==> config.mk <==
export PLATFORM = sky130hd
export DESIGN_NAME = pshh_probe_unit
export DESIGN_NICKNAME = d
export VERILOG_FILES = /design/src/rtl/pshh_pkg.sv /design/src/rtl/pshh_probe_unit.sv
export SDC_FILE = /design/constraint.sdc
export NUM_CORES = 1
export LEC_CHECK = 0
export BUFFER_PORTS_ARGS = -buffer_cell sky130_fd_sc_hd__buf_2
export CORE_AREA = 2 2 76 78
export DETAILED_ROUTE_END_ITERATION = 10
export DIE_AREA = 0 0 78 80
export PLACE_DENSITY = 0.75
export SETUP_SLACK_MARGIN = 0.3
export SLEW_MARGIN = 20
export SYNTH_ARGS = -nofsm -noshare
export SYNTH_HDL_FRONTEND = slang
export SYNTH_SLANG_ARGS = --single-unit
==> constraint.sdc <==
create_clock -name vclk -period 7.7
set_input_delay 1.925 -clock vclk [all_inputs]
set_output_delay 1.925 -clock vclk [all_outputs]
set_load 0.02 [all_outputs]
==> src/rtl/pshh_pkg.sv <==
package pshh_pkg;

	localparam int PC_W = 64;
	localparam int CNT_W = 32;
	localparam int TABLE_SLOTS_DEF = 8192;
	localparam int HASH_SHIFT_DEF = 2;

	typedef enum logic [1:0] {
		OUT_CLAIM  = 2'd0,
		OUT_INC    = 2'd1,
		OUT_DROP   = 2'd2,
		OUT_IGNORE = 2'd3
	} outcome_t;

	typedef enum logic [1:0] {
		ST_CLEAR,
		ST_IDLE,
		ST_CHECK,
		ST_HOLD
	} state_t;

	typedef struct packed {
		logic             empty;
		logic             match;
		logic [CNT_W-1:0] next_count;
	} probe_res_t;

	function automatic logic [CNT_W-1:0] sat_inc(input logic [CNT_W-1:0] v);
		sat_inc = (v == {CNT_W{1'b1}}) ? v : v + CNT_W'(1);
	endfunction

endpackage

==> src/rtl/pshh_probe_unit.sv <==
module pshh_probe_unit (
	input  logic [pshh_pkg::PC_W-1:0]  entry_pc,
	input  logic [pshh_pkg::CNT_W-1:0] entry_count,
	input  logic [pshh_pkg::PC_W-1:0]  pc,
	output pshh_pkg::probe_res_t       res
);

	// A slot with a zero count is empty; its stored pc is meaningless.
	always_comb begin
		res.empty = (entry_count == '0);
		res.match = !res.empty && (entry_pc == pc);
		res.next_count = res.empty ? pshh_pkg::CNT_W'(1) : pshh_pkg::sat_inc(entry_count);
	end

endmodule

# Yosys cells after proc, flatten, opt, wreduce, memory -nomap -nowiden
# Cells that the tools add are included.
[op_classes]
eq_ne = 2
add_sub_neg = 1
n_mux = 2
n_reduce_logical = 3
[op_table]
columns = ["op", "count"]
rows = [
  ["$eq 64x64->1", 1],
  ["$mux 32", 2],
  ["$add 32x1->32 const B", 1],
  ["$eq 32x32->1 const B", 1],
  ["$logic_not 32->1", 1],
  ["$logic_and 1x1->1", 1],
  ["$logic_not 1->1", 1],
]
[totals]
elab_cells = 8
ff_bits = 0
out_inout_bits = 34
in_bits = 160

# Longest topological paths before layout
# Gate-level depths: netlist of the first run.
[logic_depth]
word_depth = 3
depth_mapped = 7
ltp_nobuf = 7

# Least setup slack after synthesis of the first run
# Ideal clock, no wire load.
[synth_path]
path_type = "input port to output port"
startpoint = "input port entry_count[0] (netlist bit)"
endpoint = "output port res[11] (netlist bit)"
path_stages = 7
t_arrival_ns = 3.355
n_path_buf = 1
slack_ns = 2.420
required_ns = 5.775
cell_sequence = "ha_1 and3_1 buf_2 and3_2 nand4_4 and3_1 xor2_1"
[synth_lines]
columns = ["item", "line_no", "rtl"]
rows = [
  ["start, declared", "pshh_probe_unit.sv:3", "input logic [pshh_pkg::CNT_W-1:0] entry_count,"],
  ["end, declared", "pshh_probe_unit.sv:5", "output pshh_pkg::probe_res_t res"],
]

==> results of run 1 <==
## cells by family after synthesis
kind of cell / after synthesis / share of synthesized area (%)
AND/OR/NAND/NOR: 108 / 42.29
XOR/XNOR: 93 / 48.73
adder cells (fa/ha/maj): 2 / 1.497
multiplexers: 3 / 1.946
buffers and inverters: 5 / 1.272
AO/OA/AOI/OAI: 7 / 4.267
## area by class of cell
cell class         instances  share of cell area, %
inverters                  3                 0.4136
repair buffers           194                  35.66
multi-input cells        213                  60.62
well taps                 72                  3.309
## metrics by stage
stage	hold WS [ns]	power (mW)
floorplan	3.978	0.06019
global placement	4.177	0.1283
detailed placement	4.186	0.1316
CTS	4.184	0.1320
global route	4.202	0.1422
finish	4.185	0.1315
## where the power goes
group	total, mW	switching, mW	internal (mW)
combinational	0.131	0.0659	0.0656
clock	0	0	0
sequential	0	0	0
total	0.131	0.0659	0.0656
## metal layers
layer / routed length [um] / part of all wire (%) / track usage [%]
met1: 2400 / 35 / 20.36
met2: 3759 / 55 / 41.55
met3: 534 / 7.9 / 4.072
met4: 102 / 1.5 / 3.158
met5: 0 / 0 / 0
## cell usage in the layout (no fill, tap or decap), types with 3 or more instances in the layout
master   instances
nor4_1          14
xnor2_1         63
nand3_1         13
nand4_1         22
and3_1           8
nor3_2           3
nor2_1           9
nor3_1           3
nand4_2          3
nand2_1         17
inv_1            3
xor2_1          30
buf_2          194
## critical path, delay by kind of cell
family / cells / cell delay, ns
AND/OR/NAND/NOR: 4 / 0.94
multiplexers: 1 / 0.33
buffers and inverters: 2 / 0.29
adder cells (fa/ha/maj): 1 / 0.18
## how the worst max path moves through the flow
stage          slack, ns  cells past startpoint       to
2_1_floorplan       2.42                      7  res[11]
3_3_place_gp        2.19                      8   res[2]
3_5_place_dp        2.14                      8   res[2]
4_1_cts             2.14                      8   res[7]
5_1_grt             2.02                      8   res[2]
6_report            2.13                      8   res[2]
==> impl_summary.log, run 1 <==
[metrics] post-route non-filler standard cell count: 482
[metrics] DRC Markers: 0
[metrics] worst max-slew margin expressed relative to the limit: 70.56%
[metrics] number of distinct standard cells referenced by the synthesized netlist: 33
[metrics] Nets: 574
[metrics] Setup Total Neg Slack: 0 ns
[metrics] count of yosys warnings during synthesis: 0
[metrics] utilization after layout: 50.37%
[metrics] core outline area: 5405 um^2
[metrics] path category of the worst min-delay check: in2out
[metrics] delay of the slowest cell on the worst path: 0.33 ns
[metrics] Initial Util: 30.93%
[metrics] postcts setup bufs: 0
[metrics] cell area reported after detailed placement: 2723 um^2
[metrics] CP Launch Type: primary input
[metrics] Critical Path Source: entry_count[0]
[metrics] Worst Hold End: res[11]
[metrics] list of most frequent post-synthesis cells: xnor2_1, xor2_1, nand4_1
[metrics] site row count: 27
[metrics] most used cell along the critical path: buf_2
[metrics] Final Routed Wirelength: 6.796 mm
[metrics] Final Hold Fails: 0
[metrics] origin of the worst min-delay path: entry_count[11]
[metrics] arrival time at the worst endpoint: 3.65 ns
[metrics] vias in the first global route: 2320
[metrics] iteration count of the initial detailed-routing pass: 6
[metrics] routed length per instance: 14.10 um
[metrics] overall overflow remaining after global route: 0
[metrics] synthesized instance count: 218
[metrics] leakage dissipation: 1.310 nW
[metrics] Mapped Area: 1672 um^2
[metrics] Post-CTS Resized: 0
[metrics] Ports: 194
[metrics] worst slew pin tran: 0.4383 ns
[metrics] multi-input logic area: 1650 um^2
[metrics] Max Fanout on Critical Path: 10
[metrics] Worst path slowest cell: mux2_2
[metrics] Placement Setup Slack: 2.136 ns
[metrics] category of the worst setup path capture point: output pin
[metrics] global-route wire length before repair: 10.25 mm
[metrics] final cell area excluding filler cells: 2723 um^2
[metrics] Iteration-0 DRC Markers: 53
[metrics] maximum number of pins on one net before global-route repair: 11
[metrics] Antenna diodes: 0
[metrics] Overall Global Routing Usage: 19.92%
[metrics] count of filler cells inserted in the layout: 560
[metrics] sequential cell area: 0 um^2
[metrics] CTS Hold Buffers Added: 0
[metrics] Die Y: 80 um
[metrics] fraction of final layout cells with drive strength greater than 1: 52.20%
[metrics] gp weighted congestion: 0.8739
[metrics] number of instances in the placed design: 482
[metrics] Max-cap violations: 0
[metrics] total of buffers placed on input and output ports: 194
[metrics] die area: 6240 um^2
[metrics] detail-routed via count per cell: 4.923
[metrics] sum of net half-perimeters after detailed placement: 6.270 mm
[metrics] cell taking the most area after synthesis: xnor2_1
[metrics] number of cells traversed by the worst hold path: 3
[metrics] Final Slew Violations: 0
[metrics] mean instance size in the synthesized netlist: 7.668 um^2
[metrics] Clock buffer cells: 0
[metrics] area growth from synthesis to final layout: 62.87%
[metrics] floorplan die width: 78 um
[metrics] shortest clock period the worst path allows after layout: 5.575 ns
[metrics] Max Clk Rate: 0.1794 GHz
[metrics] Max IR drop VDD: 0.02963 mV
[metrics] synthesized net count: 380
[metrics] via count: 2373
[metrics] fraction of post-synthesis cell area in the top cell type by area: 33.01%
[metrics] cell-by-cell listing of the critical path: buf_2 > ha_1 > and3_1 > and3_2 > nand4_4 > nand2_1 > mux2_2 > buf_2
[metrics] required time worst endpoint: 5.78 ns
[metrics] category of the critical setup timing path: in2out
[metrics] result of the run: finished, final reports clean
[metrics] unrepaired setup endpoints after global routing: no
[metrics] total setup violations reported at the end of the flow: 0
[metrics] Worst Slack Setup Final: 2.125 ns
[metrics] Seq Cell Count: 0
[metrics] largest cells by area after synthesis: xnor2_1, xor2_1, nand4_1
[metrics] sequential share of the synthesized area: 0%
[metrics] number of nets with antenna violations after routing: 0
[metrics] PwrDens: 48.29 nW/um^2
[metrics] post-route fraction of the period consumed by the critical path: 72.40%
[metrics] most common cell in the synthesized netlist: xnor2_1
[metrics] antenna violations before repair: 0
No activity file was read; power rests on OpenSTA's default activity.
==> run 2, diff against run 1 <==
--- a/config.mk
+++ b/config.mk
@@ -5,11 +5,12 @@
 export SDC_FILE = /design/constraint.sdc
 export NUM_CORES = 1
 export LEC_CHECK = 0
+export ABC_AREA = 1
 export BUFFER_PORTS_ARGS = -buffer_cell sky130_fd_sc_hd__buf_2
-export CORE_AREA = 2 2 76 78
+export CORE_MARGIN = 1
+export CORE_UTILIZATION = 42
 export DETAILED_ROUTE_END_ITERATION = 10
-export DIE_AREA = 0 0 78 80
-export PLACE_DENSITY = 0.75
+export PLACE_DENSITY = 0.85
 export SETUP_SLACK_MARGIN = 0.3
 export SLEW_MARGIN = 20
 export SYNTH_ARGS = -nofsm -noshare
==> constraint.sdc (replaced) <==
create_clock -name vclk -period 5.7
set_input_delay 1.425 -clock vclk [all_inputs]
set_output_delay 1.425 -clock vclk [all_outputs]
set_load 0.02 [all_outputs]
==> impl_summary.log, run 2 <==
[metrics] gp weighted congestion: 0.9818 (+12%)
[metrics] category of the critical setup timing path: in2out
[metrics] mean instance size in the synthesized netlist: 4.536 um^2 (-41%)
[metrics] Die Y: 78.65 um (-1.7%)
[metrics] number of cells traversed by the worst hold path: 4 (+1)
[metrics] Seq Cell Count: 0 (unchanged)
[metrics] core outline area: 5574 um^2 (+3.1%)
[metrics] most used cell along the critical path: inv_2
[metrics] postcts setup bufs: 0 (unchanged)
[metrics] synthesized net count: 706 (+86%)
[metrics] fraction of final layout cells with drive strength greater than 1: 30.20% (-22 points)
[metrics] largest cells by area after synthesis: nand2_1, inv_1, nor2_1
[metrics] category of the worst setup path capture point: output pin
[metrics] sum of net half-perimeters after detailed placement: 8.602 mm (+37%)
[metrics] post-synthesis simple-gate area fraction: 67.29% (+25 points)
[metrics] depth of the critical timing path with buffers and inverters included: 12 (+4)
[metrics] number of distinct standard cells referenced by the synthesized netlist: 25 (-24%)
[metrics] busiest layer in global routing: met2
[metrics] CTS Hold Buffers Added: 0 (unchanged)
[metrics] part of the total power dissipated in sequential elements: 0% (unchanged)
[metrics] Overall Global Routing Usage: 29.21% (+9.3 points)
[metrics] leakage dissipation: 2.238 nW (+71%)
[metrics] share of total power consumed by net switching: 55.62% (+5.5 points)
[metrics] global-route wire length before repair: 14.38 mm (+40%)
[metrics] detail-routed via count per cell: 4.721 (-4.1%)
[metrics] most used cells in the layout excluding fill and tap cells: nand2_1, buf_2, inv_1
[metrics] delay of the slowest cell on the worst path: 0.29 ns (-0.04 ns)
[metrics] post-route fraction of the period consumed by the critical path: 77.54%
[metrics] fraction of synthesized area in multiplexers: 0% (-1.9 points)
[metrics] Max Clk Rate: 0.2263 GHz
[metrics] via count: 3810 (+61%)
[metrics] most common cell in the synthesized netlist: nand2_1
[metrics] Clock buffer cells: 0 (unchanged)
[metrics] Total Power: 206.1 uW (+57%)
[metrics] worst slew pin tran: 0.3759 ns (-0.06237 ns)
[metrics] maximum number of pins on one net before global-route repair: 33 (+22)
[metrics] Max Fanout on Critical Path: 32 (+22)
[metrics] Final Slew Violations: 0 (unchanged)
[metrics] Post-CTS Resized: 0 (unchanged)
[metrics] met3 track utilization from global routing: 3.721% (-0.35 points)
[metrics] origin of the worst min-delay path: entry_count[31]
[metrics] combinational family with the most area after synthesis: simple AND/OR/NAND/NOR gates
[metrics] total of buffers placed on input and output ports: 194 (unchanged)
[metrics] met1 usage in global routing: 28.58% (+8.2 points)
[metrics] Max IR drop VDD: 0.04006 mV (+35%)
[metrics] met2 global-route usage: 58.17% (+17 points)
[metrics] Post-Synth Adder-Cell Area: 1.014% (-0.48 points)
[metrics] sequential share of the synthesized area: 0% (unchanged)
[metrics] Nets: 899 (+57%)
[metrics] PwrDens: 58.98 nW/um^2 (+22%)
[metrics] Worst path slowest cell: nand2_4
[metrics] clock share of power: 0% (unchanged)
[metrics] worst max-slew margin expressed relative to the limit: 74.92% (+4.4 points)
[metrics] arrival time at the worst endpoint: 2.99 ns (-0.66 ns)
[metrics] power spent charging and discharging nets: 114.6 uW (+74%)
[metrics] CP Launch Type: primary input
[metrics] antenna violations before repair: 0 (unchanged)
[metrics] iteration count of the initial detailed-routing pass: 4 (-2)
[metrics] list of most frequent post-synthesis cells: nand2_1, inv_1, nor2_1
[metrics] Internal Dissipation: 91.47 uW (+39%)
[metrics] required time worst endpoint: 4.28 ns (-1.50 ns)
[metrics] DRC Markers: 0 (unchanged)
[metrics] sequential cell area: 0 um^2 (unchanged)
[metrics] Mapped Area: 2467 um^2 (+48%)
[metrics] relative contribution of combinational cells to total power: 100.0% (about the same)
[metrics] Antenna diodes: 0 (unchanged)
[metrics] Setup Total Neg Slack: 0 ns (unchanged)
[metrics] cell taking the most area after synthesis: nand2_1
[metrics] total setup violations reported at the end of the flow: 0 (unchanged)
[metrics] count of yosys warnings during synthesis: 0 (unchanged)
[metrics] Ports: 194 (unchanged)
[metrics] family with the most delay on the worst path: simple AND/OR/NAND/NOR gates
[metrics] fraction of post-synthesis cell area in the top cell type by area: 33.47% (+0.46 points)
[metrics] Iteration-0 DRC Markers: 215 (+310%)
[metrics] overall overflow remaining after global route: 0 (unchanged)
[metrics] floorplan die width: 78.65 um (+0.83%)
[metrics] shortest clock period the worst path allows after layout: 4.420 ns
[metrics] result of the run: finished, final reports clean
[metrics] Final Routed Wirelength: 9.429 mm (+39%)
[metrics] number of nets with antenna violations after routing: 0 (unchanged)
[metrics] most common cell after layout, fill and taps aside: nand2_1
[metrics] path category of the worst min-delay check: in2out
[metrics] Worst Hold End: res[31]
[metrics] unrepaired setup endpoints after global routing: no
[metrics] xor/xnor cell area share of the yosys netlist: 9.939% (-39 points)
[metrics] synthesized instance count: 544 (+150%)
[metrics] Max-cap violations: 0 (unchanged)
[metrics] site row count: 27 (unchanged)
[metrics] worst path buffer plus inverter count: 5 (+3)
[metrics] Final Hold Fails: 0 (unchanged)
[metrics] routed length per instance: 11.68 um (-17%)
[metrics] Initial Util: 44.26% (+13 points)
[metrics] area growth from synthesis to final layout: 41.63%
[metrics] cell-by-cell listing of the critical path: buf_2 > ha_1 > nand3_2 > inv_2 > nand2_4 > inv_2 > nand3_2 > inv_2 > nand2_4 > nand2_1 > a21oi_1 > buf_2
[metrics] vias in the first global route: 3475 (+50%)
[metrics] Synth Area in Compound Gates: 3.803% (-0.46 points)
[metrics] die area: 6185 um^2 (-0.88%)
run 2: worst max-delay path by stage:
| stage | from | to | slack (ns) |
|---|---|---|---|
| detailed placement | entry_count[0] | res[1] | 1.29 |
| finish | entry_count[0] | res[1] | 1.28 |
| global placement | entry_count[0] | res[1] | 1.37 |
| floorplan | entry_count[0] | res[1] | 1.71 |
| CTS | entry_count[0] | res[1] | 1.30 |
| global route | entry_count[0] | res[1] | 1.17 |
run 2: cell type report:
cell class	instances	area (um^2)
multi-input cells	432	2024
well taps	72	90.09
fillers	612	2079
repair buffers	194	970.9
inverters	109	409.1
run 2: per-stage QoR:
stage	instances	hold WS (ns)	utilization [%]	instance area, um^2	worst slack, ns
2_1_floorplan	544	3.050	-	2467	1.713
3_3_place_gp	807	3.200	62.69	3495	1.374
3_5_place_dp	807	3.203	62.69	3495	1.294
4_1_cts	807	3.203	62.69	3495	1.296
5_1_grt	807	3.234	62.69	3495	1.173
6_report	807	3.203	62.69	3495	1.280
run 2: kinds of logic (layout without fill, tap and decap cells):
| logic type | after synthesis | in the layout |
|---|---|---|
| AOI/OAI and AO/OA | 15 | 15 |
| buffers and inverters | 112 | 303 |
| xor gates and xnor gates | 28 | 28 |
| and+or+nand+nor | 387 | 387 |
| adders and majority gates | 2 | 2 |
run 2: routing by layer:
metal / share of wire [%] / routed length, um
met1: 35 / 3307
met4: 5.9 / 559
met5: 0 / 0
met2: 51 / 4815
met3: 7.9 / 745
run 2: worst min-delay path, delay by kind of cell:
family | cells | cell delay [ns]
AND/OR/NAND/NOR | 2 | 0.10
buffers and inverters | 2 | 0.25
run 2: power by group through the flow:
stage	sequential [mW]	clock, mW	combinational [mW]
after floorplan	0	0	0.106
after global placement	0	0	0.201
after detailed placement	0	0	0.205
after CTS	0	0	0.206
after global routing	0	0	0.230
final	0	0	0.206
==> run 3, diff against run 2 <==
==> constraint.sdc (replaced) <==
create_clock -name vclk -period 4.5
set_input_delay 1.125 -clock vclk [all_inputs]
set_output_delay 1.125 -clock vclk [all_outputs]
set_load 0.02 [all_outputs]
==> impl_summary.log, run 3 (synthesized netlist as in run 2, its figures left out) <==
[metrics] die area: 6185 um^2 (unchanged)
[metrics] CTS Hold Buffers Added: 0 (unchanged)
[metrics] Total Power: 260.8 uW (+27%)
[metrics] CP Launch Type: primary input
[metrics] Ports: 194 (unchanged)
[metrics] shortest clock period the worst path allows after layout: 3.803 ns
[metrics] Nets: 899 (unchanged)
[metrics] Final Routed Wirelength: 9.416 mm (-0.14%)
[metrics] Setup Total Neg Slack: 0 ns (unchanged)
[metrics] number of nets with antenna violations after routing: 0 (unchanged)
[metrics] area growth from synthesis to final layout: 41.63% (unchanged)
[metrics] Critical Path Source: entry_count[0]
[metrics] postcts setup bufs: 0 (unchanged)
[metrics] clock share of power: 0% (unchanged)
[metrics] unrepaired setup endpoints after global routing: no
[metrics] DRC Markers: 0 (unchanged)
[metrics] Post-CTS Resized: 0 (unchanged)
[metrics] most common cell after layout, fill and taps aside: nand2_1
[metrics] sequential cell area: 0 um^2 (unchanged)
[metrics] PwrDens: 74.62 nW/um^2 (+27%)
[metrics] leakage dissipation: 2.238 nW (unchanged)
[metrics] Clock buffer cells: 0 (unchanged)
[metrics] power spent charging and discharging nets: 144.9 uW (+26%)
[metrics] Placement Setup Slack: 0.7016 ns (-0.5919 ns)
[metrics] Antenna diodes: 0 (unchanged)
[metrics] Overall Global Routing Usage: 29.45% (+0.24 points)
[metrics] category of the worst setup path capture point: output pin
[metrics] Final Slew Violations: 0 (unchanged)
[metrics] Final Hold Fails: 0 (unchanged)
[metrics] relative contribution of combinational cells to total power: 100.0% (about the same)
[metrics] via count: 3861 (+1.3%)
[metrics] Initial Util: 44.26% (unchanged)
[metrics] site row count: 27 (unchanged)
[metrics] iteration count of the initial detailed-routing pass: 5 (+1)
[metrics] maximum number of pins on one net before global-route repair: 33 (unchanged)
[metrics] post-route fraction of the period consumed by the critical path: 84.51%
[metrics] detail-routed via count per cell: 4.784 (+1.3%)
[metrics] category of the critical setup timing path: in2out
[metrics] Seq Cell Count: 0 (unchanged)
[metrics] fraction of final layout cells with drive strength greater than 1: 30.20% (unchanged)
[metrics] origin of the worst min-delay path: entry_count[31]
[metrics] final cell area excluding filler cells: 3495 um^2 (unchanged)
[metrics] number of instances in the placed design: 807 (unchanged)
[metrics] Max Clk Rate: 0.2630 GHz
[metrics] Iteration-0 DRC Markers: 208 (-3.3%)
[metrics] cell area reported after detailed placement: 3495 um^2 (unchanged)
[metrics] antenna violations before repair: 0 (unchanged)
[metrics] result of the run: finished, final reports clean
[metrics] global-route wire length before repair: 14.52 mm (+0.96%)
[metrics] Die Y: 78.65 um (unchanged)
[metrics] required time worst endpoint: 3.38 ns (-0.90 ns)
[metrics] total setup violations reported at the end of the flow: 0 (unchanged)
[metrics] floorplan die width: 78.65 um (unchanged)
[metrics] Worst Slack Setup Final: 0.6970 ns (-0.5834 ns)
[metrics] sum of net half-perimeters after detailed placement: 8.606 mm (about the same)
[metrics] worst max-slew margin expressed relative to the limit: 75.59% (+0.68 points)
[metrics] Max-cap violations: 0 (unchanged)
[metrics] path category of the worst min-delay check: in2out
[metrics] worst slew pin tran: 0.3658 ns (-0.01012 ns)
[metrics] Internal Dissipation: 115.9 uW (+27%)
[metrics] most used cells in the layout excluding fill and tap cells: nand2_1, buf_2, inv_1
[metrics] tightest hold margin: 2.607 ns (-0.5969 ns)
[metrics] total of buffers placed on input and output ports: 194 (unchanged)
[metrics] share of total power consumed by net switching: 55.57% (about the same)
[metrics] Max Fanout on Critical Path: 32 (unchanged)
[metrics] gp weighted congestion: 0.9818 (unchanged)
[metrics] post-route non-filler standard cell count: 807 (unchanged)
[metrics] part of the total power dissipated in sequential elements: 0% (unchanged)
[metrics] arrival time at the worst endpoint: 2.68 ns (-0.31 ns)
[metrics] vias in the first global route: 3518 (+1.2%)
[metrics] overall overflow remaining after global route: 0 (unchanged)
[metrics] routed length per instance: 11.67 um (-0.14%)
[metrics] Max IR drop VDD: 0.04768 mV (+19%)
[metrics] utilization after layout: 62.69% (unchanged)
[metrics] core outline area: 5574 um^2 (unchanged)
run 3: cell counts in the layout (fill, tap and decap cells not counted):
Identical to the previous run, type by type.
run 3: power by group through the flow:
stage	registers, mW	clock network [mW]	logic [mW]
5_1_grt	0	0	0.293
6_report	0	0	0.261
2_1_floorplan	0	0	0.134
3_3_place_gp	0	0	0.254
3_5_place_dp	0	0	0.260
4_1_cts	0	0	0.261
run 3: final timing paths:
| path | cells past startpoint | end | slack (ns) |
|---|---|---|---|
| min | 4 | res[31] | 2.61 |
| max | 12 | res[0] | 0.70 |
run 3: worst max-delay path, stage by stage:
cell	delay, ns
buf_2	0.13
ha_1	0.24
nand3_2	0.16
inv_2	0.11
nand2_4	0.06
inv_2	0.06
nand3_2	0.07
inv_2	0.11
nand2_4	0.22
nand2_1	0.13
nand3_1	0.07
buf_2	0.16
run 3: area by class of cell:
cell class                      count  area, um^2
Fill cell                         585        2079
Multi-Input combinational cell    432        2024
Tap cell                           72       90.09
Inverter                          109       409.1
Timing Repair Buffer              194       970.9
run 3: layer usage:
layer	part of all wire (%)	routed length, um	GRT usage, %
met5	0	0	0
met4	6.4	599	17.96
met3	8.2	773	4.651
met2	51	4783	57.83
met1	35	3259	28.17
